## config.mk

```make
export PLATFORM = sky130hd
export DESIGN_NAME = rssi_proximity_tracker
export DESIGN_NICKNAME = d
export VERILOG_FILES = /design/src/rtl/rtk_pkg.sv /design/src/rtl/rssi_proximity_tracker.sv /design/src/rtl/rtk_div.sv /design/src/rtl/rtk_mul.sv
export SDC_FILE = /design/constraint.sdc
export NUM_CORES = 2
export LEC_CHECK = 0
export BUFFER_PORTS_ARGS = -buffer_cell sky130_fd_sc_hd__buf_2
export CAP_MARGIN = 15
export CORE_AREA = 10 10 312 314
export DETAILED_ROUTE_END_ITERATION = 16
export DIE_AREA = 0 0 322 324
export PLACE_DENSITY = 0.69
export SYNTH_ARGS = -nofsm -noshare
export SYNTH_HDL_FRONTEND = slang
export SYNTH_SLANG_ARGS = --single-unit
```

## constraint.sdc

```tcl
create_clock -name i_clk -period 11.1 [get_ports i_clk]
set_input_delay 2.22 -clock i_clk [delete_from_list [all_inputs] [get_ports i_clk]]
set_output_delay 2.22 -clock i_clk [all_outputs]
set_load 0.01 [all_outputs]
```

## src/rtl/rtk_pkg.sv

```systemverilog
// rtk_pkg: constants shared by the proximity tracker modules.
// Holds divider and multiplier widths, register indexes, zone codes and reset values.
// No dependencies.
package rtk_pkg;
    localparam int DEF_WINDOW_DEPTH = 8;

    localparam int DIV_DVD_W = 50;
    localparam int DIV_DVS_W = 34;
    localparam int DIV_Q_W   = 17;

    localparam int MUL_A_W = 18;
    localparam int MUL_B_W = 35;
    localparam int MUL_P_W = MUL_A_W + MUL_B_W;

    localparam int EST_W = 25;
    localparam int PV_W  = 32;

    localparam logic [9:0] HYSTERESIS = 10'd5;

    localparam logic [2:0] REG_APPROACH  = 3'd0;
    localparam logic [2:0] REG_PROXIMITY = 3'd1;
    localparam logic [2:0] REG_DEBOUNCE  = 3'd2;
    localparam logic [2:0] REG_PNOISE    = 3'd3;
    localparam logic [2:0] REG_MNOISE    = 3'd4;
    localparam logic [2:0] REG_INITERR   = 3'd5;

    localparam logic [1:0] ZONE_IDLE      = 2'd0;
    localparam logic [1:0] ZONE_APPROACH  = 2'd1;
    localparam logic [1:0] ZONE_PROXIMITY = 2'd2;
    localparam logic [1:0] ZONE_LOST      = 2'd3;

    localparam logic [7:0]  RST_APPROACH  = 8'hBA;   // -70
    localparam logic [7:0]  RST_PROXIMITY = 8'hCE;   // -50
    localparam logic [7:0]  RST_DEBOUNCE  = 8'd3;
    localparam logic [15:0] RST_PNOISE    = 16'd26;
    localparam logic [15:0] RST_MNOISE    = 16'd1024;
    localparam logic [15:0] RST_INITERR   = 16'd2560;
endpackage

```

## src/rtl/rssi_proximity_tracker.sv

```systemverilog
// rssi_proximity_tracker: RSSI window average, scalar Kalman filter and zone machine.
// Depends on rtk_pkg, rtk_div and rtk_mul.
//
// Usage:
//  Input stream (i_s_axis_*): one word per RSSI sample, tdata[7:0] signed dBm.
//  Output stream (o_m_axis_*): one word per sample with the filtered value,
//  window average, estimator flag, zone, previous zone and change flag.
//  APB port: six registers at byte addresses 0,4,..,20 (approach level,
//  proximity level, debounce count, process noise, measurement noise,
//  initial error). Write only while no sample is in flight.
//  Steps: with the Kalman update a sample passes window update, average
//  divide, gain setup, gain divide, two multiplier passes, variance write
//  and finish. A zero gain denominator skips the gain divide; the seeding
//  sample goes from gain setup to finish, and before the estimator starts
//  the average divide goes straight to finish. One sample is in work at a
//  time; tready is high only when idle, so a new sample is taken only
//  after the last one has left the finish step.
//  The output word sits in a register: the next sample is accepted while it
//  waits, and the finish step holds until the receiver takes the old word.
//  Reset: synchronous, active low; registers take their defaults, the
//  window empties, the estimator is unseeded and the zone is idle.
module rssi_proximity_tracker
    import rtk_pkg::*;
#(
    parameter int WINDOW_DEPTH = DEF_WINDOW_DEPTH
) (
    input  logic        i_clk,
    input  logic        i_rst_n,
    input  logic        i_s_axis_tvalid,
    output logic        o_s_axis_tready,
    input  logic [7:0]  i_s_axis_tdata,   // [7:0] rssi_sample
    output logic        o_m_axis_tvalid,
    input  logic        i_m_axis_tready,
    // [7:0] filtered_rssi, [15:8] window_average, [16] estimator_active,
    // [18:17] zone_state, [20:19] previous_zone, [21] zone_changed, [23:22] zero
    output logic [23:0] o_m_axis_tdata,
    input  logic        i_psel,
    input  logic        i_penable,
    input  logic        i_pwrite,
    input  logic [4:0]  i_paddr,
    input  logic [31:0] i_pwdata,
    output logic [31:0] o_prdata,
    output logic        o_pready
);
    localparam int SLOT_W = $clog2(WINDOW_DEPTH);
    localparam int FILL_W = $clog2(WINDOW_DEPTH + 1);
    localparam int SUM_W  = 8 + $clog2(WINDOW_DEPTH) + 1;
    localparam logic [FILL_W-1:0] FULL  = FILL_W'(WINDOW_DEPTH);
    localparam logic [FILL_W-1:0] HALF  = FILL_W'(WINDOW_DEPTH / 2);
    localparam logic [SLOT_W-1:0] LASTS = SLOT_W'(WINDOW_DEPTH - 1);

    localparam logic [3:0] S_IDLE = 4'd0;
    localparam logic [3:0] S_SUM  = 4'd1;
    localparam logic [3:0] S_ADIV = 4'd2;
    localparam logic [3:0] S_KAL  = 4'd3;
    localparam logic [3:0] S_KDIV = 4'd4;
    localparam logic [3:0] S_MA   = 4'd5;
    localparam logic [3:0] S_MB   = 4'd6;
    localparam logic [3:0] S_PU   = 4'd7;
    localparam logic [3:0] S_FIN  = 4'd8;

    // configuration
    logic [7:0]  r_app, r_prox, r_dbc;
    logic [15:0] r_qn, r_rn, r_ie;
    logic        cfg_wr;
    logic [2:0]  cfg_idx;

    assign o_pready = 1'b1;
    assign cfg_wr   = i_psel && i_penable && i_pwrite;
    assign cfg_idx  = i_paddr[4:2];

    always_ff @(posedge i_clk) begin
        if (!i_rst_n) begin
            r_app  <= RST_APPROACH;
            r_prox <= RST_PROXIMITY;
            r_dbc  <= RST_DEBOUNCE;
            r_qn   <= RST_PNOISE;
            r_rn   <= RST_MNOISE;
            r_ie   <= RST_INITERR;
        end else if (cfg_wr) begin
            unique case (cfg_idx)
                REG_APPROACH:  r_app  <= i_pwdata[7:0];
                REG_PROXIMITY: r_prox <= i_pwdata[7:0];
                REG_DEBOUNCE:  r_dbc  <= i_pwdata[7:0];
                REG_PNOISE:    r_qn   <= i_pwdata[15:0];
                REG_MNOISE:    r_rn   <= i_pwdata[15:0];
                REG_INITERR:   r_ie   <= i_pwdata[15:0];
                default: ;
            endcase
        end
    end

    always_comb begin
        unique case (cfg_idx)
            REG_APPROACH:  o_prdata = {{24{r_app[7]}}, r_app};
            REG_PROXIMITY: o_prdata = {{24{r_prox[7]}}, r_prox};
            REG_DEBOUNCE:  o_prdata = {24'd0, r_dbc};
            REG_PNOISE:    o_prdata = {16'd0, r_qn};
            REG_MNOISE:    o_prdata = {16'd0, r_rn};
            REG_INITERR:   o_prdata = {16'd0, r_ie};
            default:       o_prdata = '0;
        endcase
    end

    // sequencer state and datapath registers
    logic [3:0]        r_state;
    logic [7:0]        r_z, r_old;
    logic [7:0]        r_win [WINDOW_DEPTH];
    logic [SLOT_W-1:0] r_slot;
    logic [FILL_W-1:0] r_fill;
    logic signed [SUM_W-1:0] r_sum;
    logic [7:0]        r_avg;
    logic signed [EST_W-1:0] r_est;
    logic [PV_W-1:0]   r_pv;
    logic [PV_W:0]     r_ppred;
    logic [DIV_Q_W-1:0] r_k;
    logic              r_seeded;
    logic [1:0]        r_zone, r_prev;
    logic [7:0]        r_dcnt;
    logic              r_ovalid;
    logic [23:0]       r_odata;

    logic in_acc;
    assign in_acc          = i_s_axis_tvalid && o_s_axis_tready;
    assign o_s_axis_tready = (r_state == S_IDLE);
    assign o_m_axis_tvalid = r_ovalid;
    assign o_m_axis_tdata  = r_odata;

    // window memory: read the slot being replaced, then overwrite it
    always_ff @(posedge i_clk) begin
        if (in_acc) begin
            r_old        <= r_win[r_slot];
            r_win[r_slot] <= i_s_axis_tdata;
            r_z          <= i_s_axis_tdata;
        end
    end

    // running sum update; the average divide starts from the updated sum and count
    logic signed [SUM_W-1:0] sum_new;
    logic [SUM_W-1:0]        sum_abs;
    logic [FILL_W-1:0]       fill_nx;
    always_comb begin
        sum_new = r_sum + SUM_W'(signed'(r_z));
        if (r_fill == FULL) begin
            sum_new = sum_new - SUM_W'(signed'(r_old));
        end
        sum_abs = sum_new[SUM_W-1] ? SUM_W'(-sum_new) : sum_new;
        fill_nx = (r_fill == FULL) ? r_fill : r_fill + 1'b1;
    end

    // Kalman predict terms
    logic [PV_W:0]        ppred;
    logic [DIV_DVS_W-1:0] den;
    always_comb begin
        ppred = {1'b0, r_pv} + (PV_W+1)'({r_qn, 8'd0});
        den   = DIV_DVS_W'(ppred) + DIV_DVS_W'({r_rn, 8'd0});
    end

    // shared divider
    logic                 div_start, div_done;
    logic [DIV_DVD_W-1:0] div_dvd;
    logic [DIV_DVS_W-1:0] div_dvs;
    logic [DIV_Q_W-1:0]   div_q;
    always_comb begin
        div_start = 1'b0;
        div_dvd   = DIV_DVD_W'(sum_abs);
        div_dvs   = DIV_DVS_W'(fill_nx);
        if (r_state == S_SUM) begin
            div_start = 1'b1;
        end else if (r_state == S_KAL) begin
            div_start = r_seeded && (den != '0);
            div_dvd   = DIV_DVD_W'({ppred, 16'd0});
            div_dvs   = den;
        end
    end

    rtk_div u_div (
        .i_clk      (i_clk),
        .i_rst_n    (i_rst_n),
        .i_start    (div_start),
        .i_dividend (div_dvd),
        .i_divisor  (div_dvs),
        .o_done     (div_done),
        .o_quotient (div_q)
    );

    // shared multiplier: gain times innovation, then (1-K) times Ppred
    logic signed [MUL_A_W-1:0] mul_a;
    logic signed [MUL_B_W-1:0] mul_b;
    logic signed [MUL_P_W-1:0] mul_p;
    logic signed [25:0]        diff;
    always_comb begin
        diff = {{2{r_z[7]}}, r_z, 16'd0} - {r_est[EST_W-1], r_est};
        if (r_state == S_MA) begin
            mul_a = MUL_A_W'({1'b0, r_k});
            mul_b = MUL_B_W'(diff);
        end else begin
            mul_a = MUL_A_W'(18'd65536 - {1'b0, r_k});
            mul_b = MUL_B_W'({1'b0, r_ppred});
        end
    end

    rtk_mul u_mul (
        .i_clk     (i_clk),
        .i_a       (mul_a),
        .i_b       (mul_b),
        .o_product (mul_p)
    );

    // round the gain step to nearest, ties away from zero
    logic [MUL_P_W-1:0] step_mag;
    logic [MUL_P_W-1:0] step_rnd;
    logic signed [EST_W-1:0] step;
    always_comb begin
        step_mag = mul_p[MUL_P_W-1] ? MUL_P_W'(-mul_p) : MUL_P_W'(mul_p);
        step_rnd = (step_mag + MUL_P_W'(32768)) >> 16;
        step     = mul_p[MUL_P_W-1] ? EST_W'(-step_rnd) : EST_W'(step_rnd);
    end

    // filtered value and zone decision
    logic [EST_W-1:0]  est_mag;
    logic [EST_W-1:0]  est_rnd;
    logic signed [9:0] est_int;
    logic signed [9:0] filt;
    logic signed [9:0] app_s, prox_s;
    logic [7:0]        dcnt_inc, n_dcnt;
    logic [1:0]        n_zone;
    logic              qualify;
    logic [1:0]        target;
    always_comb begin
        est_mag = r_est[EST_W-1] ? EST_W'(-r_est) : EST_W'(r_est);
        est_rnd = (est_mag + EST_W'(32768)) >> 16;
        est_int = r_est[EST_W-1] ? -10'(est_rnd) : 10'(est_rnd);
        if (r_seeded) begin
            if (est_int > 10'sd127) begin
                filt = 10'sd127;
            end else if (est_int < -10'sd128) begin
                filt = -10'sd128;
            end else begin
                filt = est_int;
            end
        end else begin
            filt = 10'(signed'(r_avg));
        end

        app_s  = 10'(signed'(r_app));
        prox_s = 10'(signed'(r_prox));
        qualify = 1'b0;
        target  = r_zone;
        case (r_zone)
            ZONE_IDLE, ZONE_LOST: begin
                if (filt > app_s) begin
                    qualify = 1'b1;
                    target  = ZONE_APPROACH;
                end
            end
            ZONE_APPROACH: begin
                if (filt > prox_s) begin
                    qualify = 1'b1;
                    target  = ZONE_PROXIMITY;
                end else if (filt < app_s - signed'(HYSTERESIS)) begin
                    qualify = 1'b1;
                    target  = ZONE_LOST;
                end
            end
            default: begin
                if (filt < prox_s - signed'(HYSTERESIS)) begin
                    qualify = 1'b1;
                    target  = ZONE_APPROACH;
                end
            end
        endcase

        dcnt_inc = (r_dcnt == 8'hFF) ? r_dcnt : r_dcnt + 8'd1;
        n_zone   = r_zone;
        n_dcnt   = 8'd0;
        if (qualify) begin
            if (dcnt_inc >= r_dbc) begin
                n_zone = target;
            end else begin
                n_dcnt = dcnt_inc;
            end
        end
    end

    logic fin_go;
    assign fin_go = (r_state == S_FIN) && (!r_ovalid || i_m_axis_tready);

    always_ff @(posedge i_clk) begin
        if (!i_rst_n) begin
            r_state  <= S_IDLE;
            r_slot   <= '0;
            r_fill   <= '0;
            r_sum    <= '0;
            r_est    <= '0;
            r_pv     <= PV_W'({RST_INITERR, 8'd0});
            r_seeded <= 1'b0;
            r_zone   <= ZONE_IDLE;
            r_prev   <= ZONE_IDLE;
            r_dcnt   <= '0;
            r_ovalid <= 1'b0;
        end else begin
            if (r_ovalid && i_m_axis_tready && !fin_go) begin
                r_ovalid <= 1'b0;
            end
            unique case (r_state)
                S_IDLE: begin
                    if (in_acc) begin
                        r_state <= S_SUM;
                    end
                end
                S_SUM: begin
                    r_sum   <= sum_new;
                    r_slot  <= (r_slot == LASTS) ? '0 : r_slot + 1'b1;
                    if (r_fill != FULL) begin
                        r_fill <= r_fill + 1'b1;
                    end
                    r_state <= S_ADIV;
                end
                S_ADIV: begin
                    if (div_done) begin
                        r_avg   <= r_sum[SUM_W-1] ? 8'(-div_q) : 8'(div_q);
                        r_state <= (r_fill >= HALF) ? S_KAL : S_FIN;
                    end
                end
                S_KAL: begin
                    r_ppred <= ppred;
                    if (!r_seeded) begin
                        r_est    <= EST_W'({{1{r_z[7]}}, r_z, 16'd0});
                        r_pv     <= PV_W'({r_ie, 8'd0});
                        r_seeded <= 1'b1;
                        r_state  <= S_FIN;
                    end else if (den == '0) begin
                        r_k     <= '0;
                        r_state <= S_MA;
                    end else begin
                        r_state <= S_KDIV;
                    end
                end
                S_KDIV: begin
                    if (div_done) begin
                        r_k     <= div_q;
                        r_state <= S_MA;
                    end
                end
                S_MA: begin
                    r_state <= S_MB;
                end
                S_MB: begin
                    r_est   <= r_est + step;
                    r_state <= S_PU;
                end
                S_PU: begin
                    r_pv    <= mul_p[PV_W+15:16];
                    r_state <= S_FIN;
                end
                S_FIN: begin
                    if (fin_go) begin
                        r_ovalid <= 1'b1;
                        r_odata  <= {2'b00, (n_zone != r_zone),
                                     (n_zone != r_zone) ? r_zone : r_prev,
                                     n_zone, r_seeded, r_avg, filt[7:0]};
                        if (n_zone != r_zone) begin
                            r_prev <= r_zone;
                        end
                        r_zone  <= n_zone;
                        r_dcnt  <= n_dcnt;
                        r_state <= S_IDLE;
                    end
                end
                default: r_state <= S_IDLE;
            endcase
        end
    end
endmodule

```

## src/rtl/rtk_div.sv

```systemverilog
// rtk_div: restoring divider, one quotient bit per cycle.
// Quotient must fit DIV_Q_W bits (upper dividend part below the divisor).
// Depends on rtk_pkg.
module rtk_div
    import rtk_pkg::*;
(
    input  logic                 i_clk,
    input  logic                 i_rst_n,
    input  logic                 i_start,
    input  logic [DIV_DVD_W-1:0] i_dividend,
    input  logic [DIV_DVS_W-1:0] i_divisor,
    output logic                 o_done,
    output logic [DIV_Q_W-1:0]   o_quotient
);
    localparam int REM_W = DIV_DVS_W + 1;
    localparam int CNT_W = $clog2(DIV_Q_W);
    localparam logic [CNT_W-1:0] LAST = CNT_W'(DIV_Q_W - 1);

    logic             r_busy;
    logic [CNT_W-1:0] r_cnt;
    logic [REM_W-1:0] r_rem;
    logic [DIV_Q_W-1:0] r_lo;
    logic [DIV_DVS_W-1:0] r_dvs;

    logic [REM_W-1:0]   trial;
    logic               fits;
    logic [REM_W-1:0]   n_rem;
    logic [DIV_Q_W-1:0] n_lo;

    always_comb begin
        trial = {r_rem[REM_W-2:0], r_lo[DIV_Q_W-1]};
        fits  = trial >= {1'b0, r_dvs};
        n_rem = fits ? trial - {1'b0, r_dvs} : trial;
        n_lo  = {r_lo[DIV_Q_W-2:0], fits};
    end

    assign o_done     = r_busy && (r_cnt == LAST);
    assign o_quotient = n_lo;

    always_ff @(posedge i_clk) begin
        if (!i_rst_n) begin
            r_busy <= 1'b0;
            r_cnt  <= '0;
        end else if (i_start) begin
            r_busy <= 1'b1;
            r_cnt  <= '0;
        end else if (r_busy) begin
            r_cnt <= r_cnt + 1'b1;
            if (r_cnt == LAST) begin
                r_busy <= 1'b0;
            end
        end
    end

    always_ff @(posedge i_clk) begin
        if (i_start) begin
            r_rem <= REM_W'(i_dividend[DIV_DVD_W-1:DIV_Q_W]);
            r_lo  <= i_dividend[DIV_Q_W-1:0];
            r_dvs <= i_divisor;
        end else if (r_busy) begin
            r_rem <= n_rem;
            r_lo  <= n_lo;
        end
    end
endmodule

```

## src/rtl/rtk_mul.sv

```systemverilog
// rtk_mul: shared signed multiplier with a registered product.
// Depends on rtk_pkg.
module rtk_mul
    import rtk_pkg::*;
(
    input  logic                      i_clk,
    input  logic signed [MUL_A_W-1:0] i_a,
    input  logic signed [MUL_B_W-1:0] i_b,
    output logic signed [MUL_P_W-1:0] o_product
);
    logic signed [MUL_P_W-1:0] r_product;

    always_ff @(posedge i_clk) begin
        r_product <= i_a * i_b;
    end

    assign o_product = r_product;
endmodule
```

**Yosys cells after proc, flatten, opt, wreduce, memory -nomap -nowiden**

Memory sizes are Yosys's and may differ from the RTL's. A register that Yosys moved wholly into a read port is not among the register bits.
Cells that the tools add are included.

- Memory bits (writable): 64
- Memories: 1
- Input port bits: 52
- Bits in registers: 398
- Output and inout bits: 59

Memory list:

| memory | depth | width | rd ports | clocked after memory_dff | write ports | line | text |
|---|---|---|---|---|---|---|---|
| r_win | 8 | 8 | 1 | 1 | 1 | rssi_proximity_tracker.sv:108 | `logic [7:0] r_win [WINDOW_DEPTH];` |

- Eq/ne operators: 28
- Bitwise gates (word level): 2
- $mul: 1
- Add/sub/neg operators: 22
- Reduce and logical (&&, ||, !) cells: 38
- Mux-type cells: 66
- $lt $le $gt $ge: 9

Operator list:

| kind | count |
|---|---|
| one-hot mux 32 bit (6 select lines) | 1 |
| 2-to-1 mux 49 bit | 2 |
| 2-to-1 mux 17 bit | 5 |
| 2-to-1 mux 25 bit | 3 |
| 2-to-1 mux 33 bit | 2 |
| one-hot mux 32 bit (2 select lines) | 1 |
| multiplier 18 x 35 -> 53 bit | 1 |
| negator 25 bit | 2 |
| one-hot mux 25 bit (2 select lines) | 1 |
| adder 41 x 16 -> 41 bit, second input constant | 1 |
| 2-to-1 mux 41 bit | 1 |
| negator 41 bit | 1 |
| 2-to-1 mux 10 bit | 4 |
| 2-to-1 mux 4 bit | 9 |
| one-hot mux 4 bit (9 select lines) | 1 |
| greater-or-equal comparator 35 x 34 -> 1 bit | 1 |
| 2-to-1 mux 35 bit | 1 |
| adder 33 x 24 -> 34 bit | 1 |
| logical NOT 34 bit | 1 |
| 2-to-1 mux 34 bit | 1 |
| one-hot mux 17 bit (2 select lines) | 1 |
| nonzero test 34 bit | 1 |
| subtractor 34 bit | 1 |
| adder 32 x 24 -> 33 bit | 1 |
| other kinds (57) | 122 |

**Longest topological paths before layout**

- Word-level depth: 17
- Gate-level depth with buffers: 42
- Mapped depth without buffers: 39

**Modules after synthesis**

A second synthesis with hierarchy kept.

- Cells, all modules: 6,011
- Area total of the unflattened synthesis: 53,327.4 µm²

By module, submodules not included:

| module | instances | cells an instance | sequential area each (µm²) | area each (µm²) |
|---|---|---|---|---|
| rssi_proximity_tracker | 1 | 2,904 | 8,127.8 | 24,350.9 |
| rtk_mul | 1 | 2,553 | 1,061.0 | 22,845.7 |
| rtk_div | 1 | 554 | 2,662.6 | 6,130.9 |

**Worst setup path before layout**

Ideal clock, no wire load.

- Path type: reg2reg
- From: register r_est[1]
- To: register u_mul.r_product[47] (netlist: u_mul.o_product[47])
- Path buffers: 2
- Setup slack: 2.340 ns
- Arrival: 8.688 ns
- Stages on the path, launching flop included: 40
- Period minus slack after synthesis: 8.760 ns
- Cells stage by stage: dfxtp_1 -> inv_1 -> ha_1 -> or4b_1 -> clkbuf_1 -> nor4_1 -> a21oi_1 -> nor2_1 -> nor2_1 -> o21bai_1 -> a21oi_1 -> o21bai_1 -> a21oi_1 -> xnor2_1 -> o21ai_1 -> clkbuf_1 -> nand2_1 -> fa_1 -> (+4 left out) -> inv_1 -> fa_1 -> fa_1 -> fa_1 -> ha_1 -> a21o_1 -> a21oi_1 -> nor2b_1 -> nor2_1 -> nor2_1 -> nor2_1 -> a21oi_1 -> o21ai_0 -> a21boi_0 -> o311a_1 -> and3_1 -> o31ai_1 -> xnor2_1

- Word-level cells in the longest chain between the ends: 3

RTL lines:

| what | line | text |
|---|---|---|
| start: declaration | rssi_proximity_tracker.sv:113 | `logic signed [EST_W-1:0] r_est;` |
| start signal: assignment | rssi_proximity_tracker.sv:329 | `r_est <= EST_W'({{1{r_z[7]}}, r_z, 16'd0});` |
| start signal: assignment | rssi_proximity_tracker.sv:350 | `r_est <= r_est + step;` |
| subtractor 24 x 25 -> 26 bit | rssi_proximity_tracker.sv:193 | `diff = {{2{r_z[7]}}, r_z, 16'd0} - {r_est[EST_W-1], r_est};` |
| 2-to-1 mux 35 bit | rssi_proximity_tracker.sv:194 | `if (r_state == S_MA) begin` |
| multiplier 18 x 35 -> 53 bit | rtk_mul.sv:14 | `r_product <= i_a * i_b;` |
| end signal: assignment | rtk_mul.sv:14 |  |
| end: declaration | rtk_mul.sv:11 | `logic signed [MUL_P_W-1:0] r_product;` |

Every way passes these cells.
A chain may end at the register's enable or synchronous reset.

**Worst setup path after layout**

- From: register r_state[2]
- To: register u_mul.r_product[52] (netlist: u_mul.o_product[52])

- Word-level cells in the longest chain between the ends: 3
- Elaborated cells between the ends (all ways): 4

RTL lines:

| what | line | text |
|---|---|---|
| start: declaration | rssi_proximity_tracker.sv:106 | `logic [3:0] r_state;` |
| start signal: assignment | rssi_proximity_tracker.sv:323 | `r_state <= (r_fill >= HALF) ? S_KAL : S_FIN;` |
| equality test 4 x 3 -> 1 bit * | rssi_proximity_tracker.sv:194 |  |
| 2-to-1 mux 18 bit / 2-to-1 mux 35 bit (equally long branches) | rssi_proximity_tracker.sv:194 |  |
| multiplier 18 x 35 -> 53 bit * | rtk_mul.sv:14 |  |

Mark *: on every way between the ends. The rest lies on a longest branch, timed or not.

==> reports/summary.txt <==
synthesized instance count - 5663
Via density - 5.83
Post-synth top flop - edfxtp_1
Overall Power - 0.00854 W
Post-synth EDFFs - 244
Distinct cells, synth - 107
Max Clock Freq - 98.3 MHz
initial antenna violation count - 1
global-route wire length before repair - 224000 um
Post-Syn Area - 49800 sq um
Seq/Total Area, Yosys - 23.6%
Clk pin slew, worst setup/hold paths - 0.06 ns
slowest stage delay, CP - 0.67 ns
Rel. slew slack - 21.2%
CP Data Arrival Time - 10.74 ns
Final Hold Fails - 0
Worst Path Required - 11.67 ns
leakage - 23.8 nW
Overflow after GRT - 0
post-route cell area - 53500 sq um
antenna-violating nets left - 0
ys async rst share - 0%
sequential share of power - 29.6%
Post-CTS Setup Inserts - 0
Max Cap Viol - 0
Clock Path Buffers - 3
crit path launch type - flip-flop
pin count of the biggest net entering global routing - 69
Initial Utilization - 54.7%
Clock Skew - 0.0434 ns
Routed WL - 142000 um
Critical Path Sink Type - flip-flop
row cnt - 111
Switching Share - 42.0%
Yosys Warn Count - 0
Layout area overhead - 7.39%
Die ar. - 104000 sq um
Tightest Pin Transition - 1.17 ns
GPL Wtd Cong - 0.957
sw power - 0.00358 W
TNS Setup - 0 ns
VDD IR max - 0.173 mV
# port buffers - 89
Slowest cell on crit path - a21boi_0
Final period util - 91.6%
layout cell share with drive strength beyond 1 - 6.77%
Root Driver - clkbuf_16
CTS Sinks - 466
drt drc - 0
H-tree Lvls - 2
die height - 324 um
post-DP HPWL - 112000 um
RSZ-0062 raised after global routing - no
Post-CTS Hold Buffers - 0
Crit Path Max Fanout - 24
outcome - finished, final reports clean
core area - 91100 sq um
Hold Path Class - flip-flop to flip-flop
Placed Area - 51600 sq um
CTS tree - done
crit path kind - flip-flop to flip-flop
fin. max-slew vios - 0
endpoints failing setup - 0
Initial DRC Count - 3773
via count - 40029
DR WL/cell - 20.7 um
IO Pins - 111
vias in the first global route - 39583
TritonRoute pass-1 iters - 6
syn_area_per_cell - 8.79 sq um
Combinational Power Share - 48.0%
Clk pwr share - 22.4%
FF+latch count, synth - 466
power density over cell area - 160 nW/um^2
clk_lat worst skew - 0.66 ns
CTS Buf Count - 55
post-layout net count - 6588
fillcell total - 8140
min cycle time layout - 10.17 ns
Die W - 322 um
Resize count post-CTS - 0
Internal Power - 0.00496 W
GRT Overall Usage - 27.5%
-- cell usage in the layout, fill, tap and decap left out, types with 89 or more instances in the layout --
cell type and count:
nor2_1 374, o21ai_0 159, nand3_1 100, dfxtp_1 221, a21oi_1 317, and2_1 90
buf_2 89, buf_4 102, xnor2_1 221, nand2_1 890, inv_1 797, ha_1 302
fa_1 597, edfxtp_1 244
-- path summary, 6_finish.rpt --
kind	startpoint	end	slack (ns)	cells after the start
setup / recovery	r_state[2]	u_mul.o_product[52]	0.93	34
hold / removal	r_prev[0]	r_prev[0]	0.46	2
setup reg to reg	r_state[2]	u_mul.o_product[52]	0.93	34
hold reg to reg	r_prev[0]	r_prev[0]	0.46	2
-- power by group through the flow --
stage | logic (W) | clock network (W) | registers [W]
floorplan | 0.00313 | 0 | 0.00233
global placement | 0.00397 | 0 | 0.00254
detailed placement | 0.00404 | 0 | 0.00255
CTS | 0.00408 | 0.00194 | 0.00252
global route | 0.00458 | 0.00201 | 0.00255
finish | 0.00409 | 0.00192 | 0.00253
-- area by class of cell --
cell class              count  area, sq um  area share (%)
well taps                1186         1480            2.77
repair buffers            193         1230            2.30
clock buffers              69         1470            2.75
diodes                      2         5.00         0.00936
clock inverters            34          427           0.798
multi-input cells        4117        34100            63.7
inverters                 804         3020            5.65
flip-flops and latches    466        11800            22.0
-- per-layer routing --
layer  vias up  wire length [um]  part of all wire [%]  GRT usage (%)
met5         -                13                0.0091              0
met4         2              7460                   5.2           12.2
met3       333             12400                   8.7           4.93
met2      1659             63900                    45           43.4
met1     19571             58500                    41           36.7
li1      18464                 -                     -              -
-- critical path, delay by kind of cell (launching register included) --
family          cells  cell delay, ns
xor+xnor            2            0.69
fa+ha+maj           7            2.71
compound gates     14            3.55
flops               1            0.60
buf+inv             5            0.73
simple gates        6            1.78
-- stage by stage --
stage               hold slack, ns  cells  utilization (%)  worst slack [ns]
global route                 0.480   6869             58.7             0.432
finish                       0.463   6871             58.7             0.928
global placement             0.441   6763             56.6              1.20
floorplan                    0.406   5665                -              2.34
CTS                          0.464   6867             58.7              1.01
detailed placement           0.454   6764             56.6              1.11
-- flip-flops by register name (all words and copies together), names as in the netlist, 16 cells and up --
signal,cells
o_m_axis_tdata,22
r_est,25
r_ie,16
r_k,17
r_ppred,33
r_pv,32
r_qn,16
r_rn,16
r_win,64
u_div.r_dvs,34
u_div.r_lo,17
u_div.r_rem,34
u_mul.o_product,49
-- cell families after synthesis --
family / synth area share [%]
mux: 1.48
fa+ha+maj: 31.7
simple gates: 17.6
xor+xnor: 5.59
buf+inv: 8.33
other cells: 0.0151
compound gates: 11.7
flops: 23.6
-- cell usage after synthesis, types with 13 or more instances --
| cell type | n | area (sq um) |
|---|---|---|
| or2_2 | 15 | 93.8 |
| and3_1 | 39 | 244 |
| a21oi_1 | 319 | 1600 |
| nor3_1 | 83 | 415 |
| o21ai_1 | 15 | 75.1 |
| o31ai_1 | 30 | 225 |
| a211oi_1 | 27 | 203 |
| a21boi_0 | 20 | 150 |
| o21a_1 | 17 | 128 |
| xnor2_1 | 226 | 1980 |
| and2_1 | 90 | 563 |
| o21ai_0 | 159 | 796 |
| nor3b_1 | 13 | 97.6 |
| ha_1 | 302 | 3780 |
| o22ai_1 | 16 | 100 |
| edfxtp_1 | 244 | 7330 |
| dfxtp_1 | 222 | 4440 |
| buf_1 | 21 | 78.8 |
| xor2_1 | 92 | 806 |
| nand3b_1 | 30 | 225 |
| o21bai_1 | 31 | 233 |
| inv_1 | 798 | 3000 |
| clkbuf_1 | 234 | 878 |
| a21o_1 | 60 | 450 |
| mux2i_1 | 55 | 551 |
| a311oi_1 | 20 | 175 |
| fa_1 | 597 | 12000 |
| a31oi_1 | 31 | 194 |
| or3_1 | 55 | 344 |
| o211ai_1 | 29 | 218 |
| a22oi_1 | 25 | 188 |
| buf_4 | 18 | 135 |
| nor2b_1 | 62 | 388 |
| nand4_1 | 30 | 188 |
| nand2b_1 | 48 | 300 |
| nor2_1 | 379 | 1420 |
| nor4_1 | 20 | 125 |
| nand3_1 | 101 | 505 |
| nand2_1 | 892 | 3350 |
(Power assumes the default switching activity.)
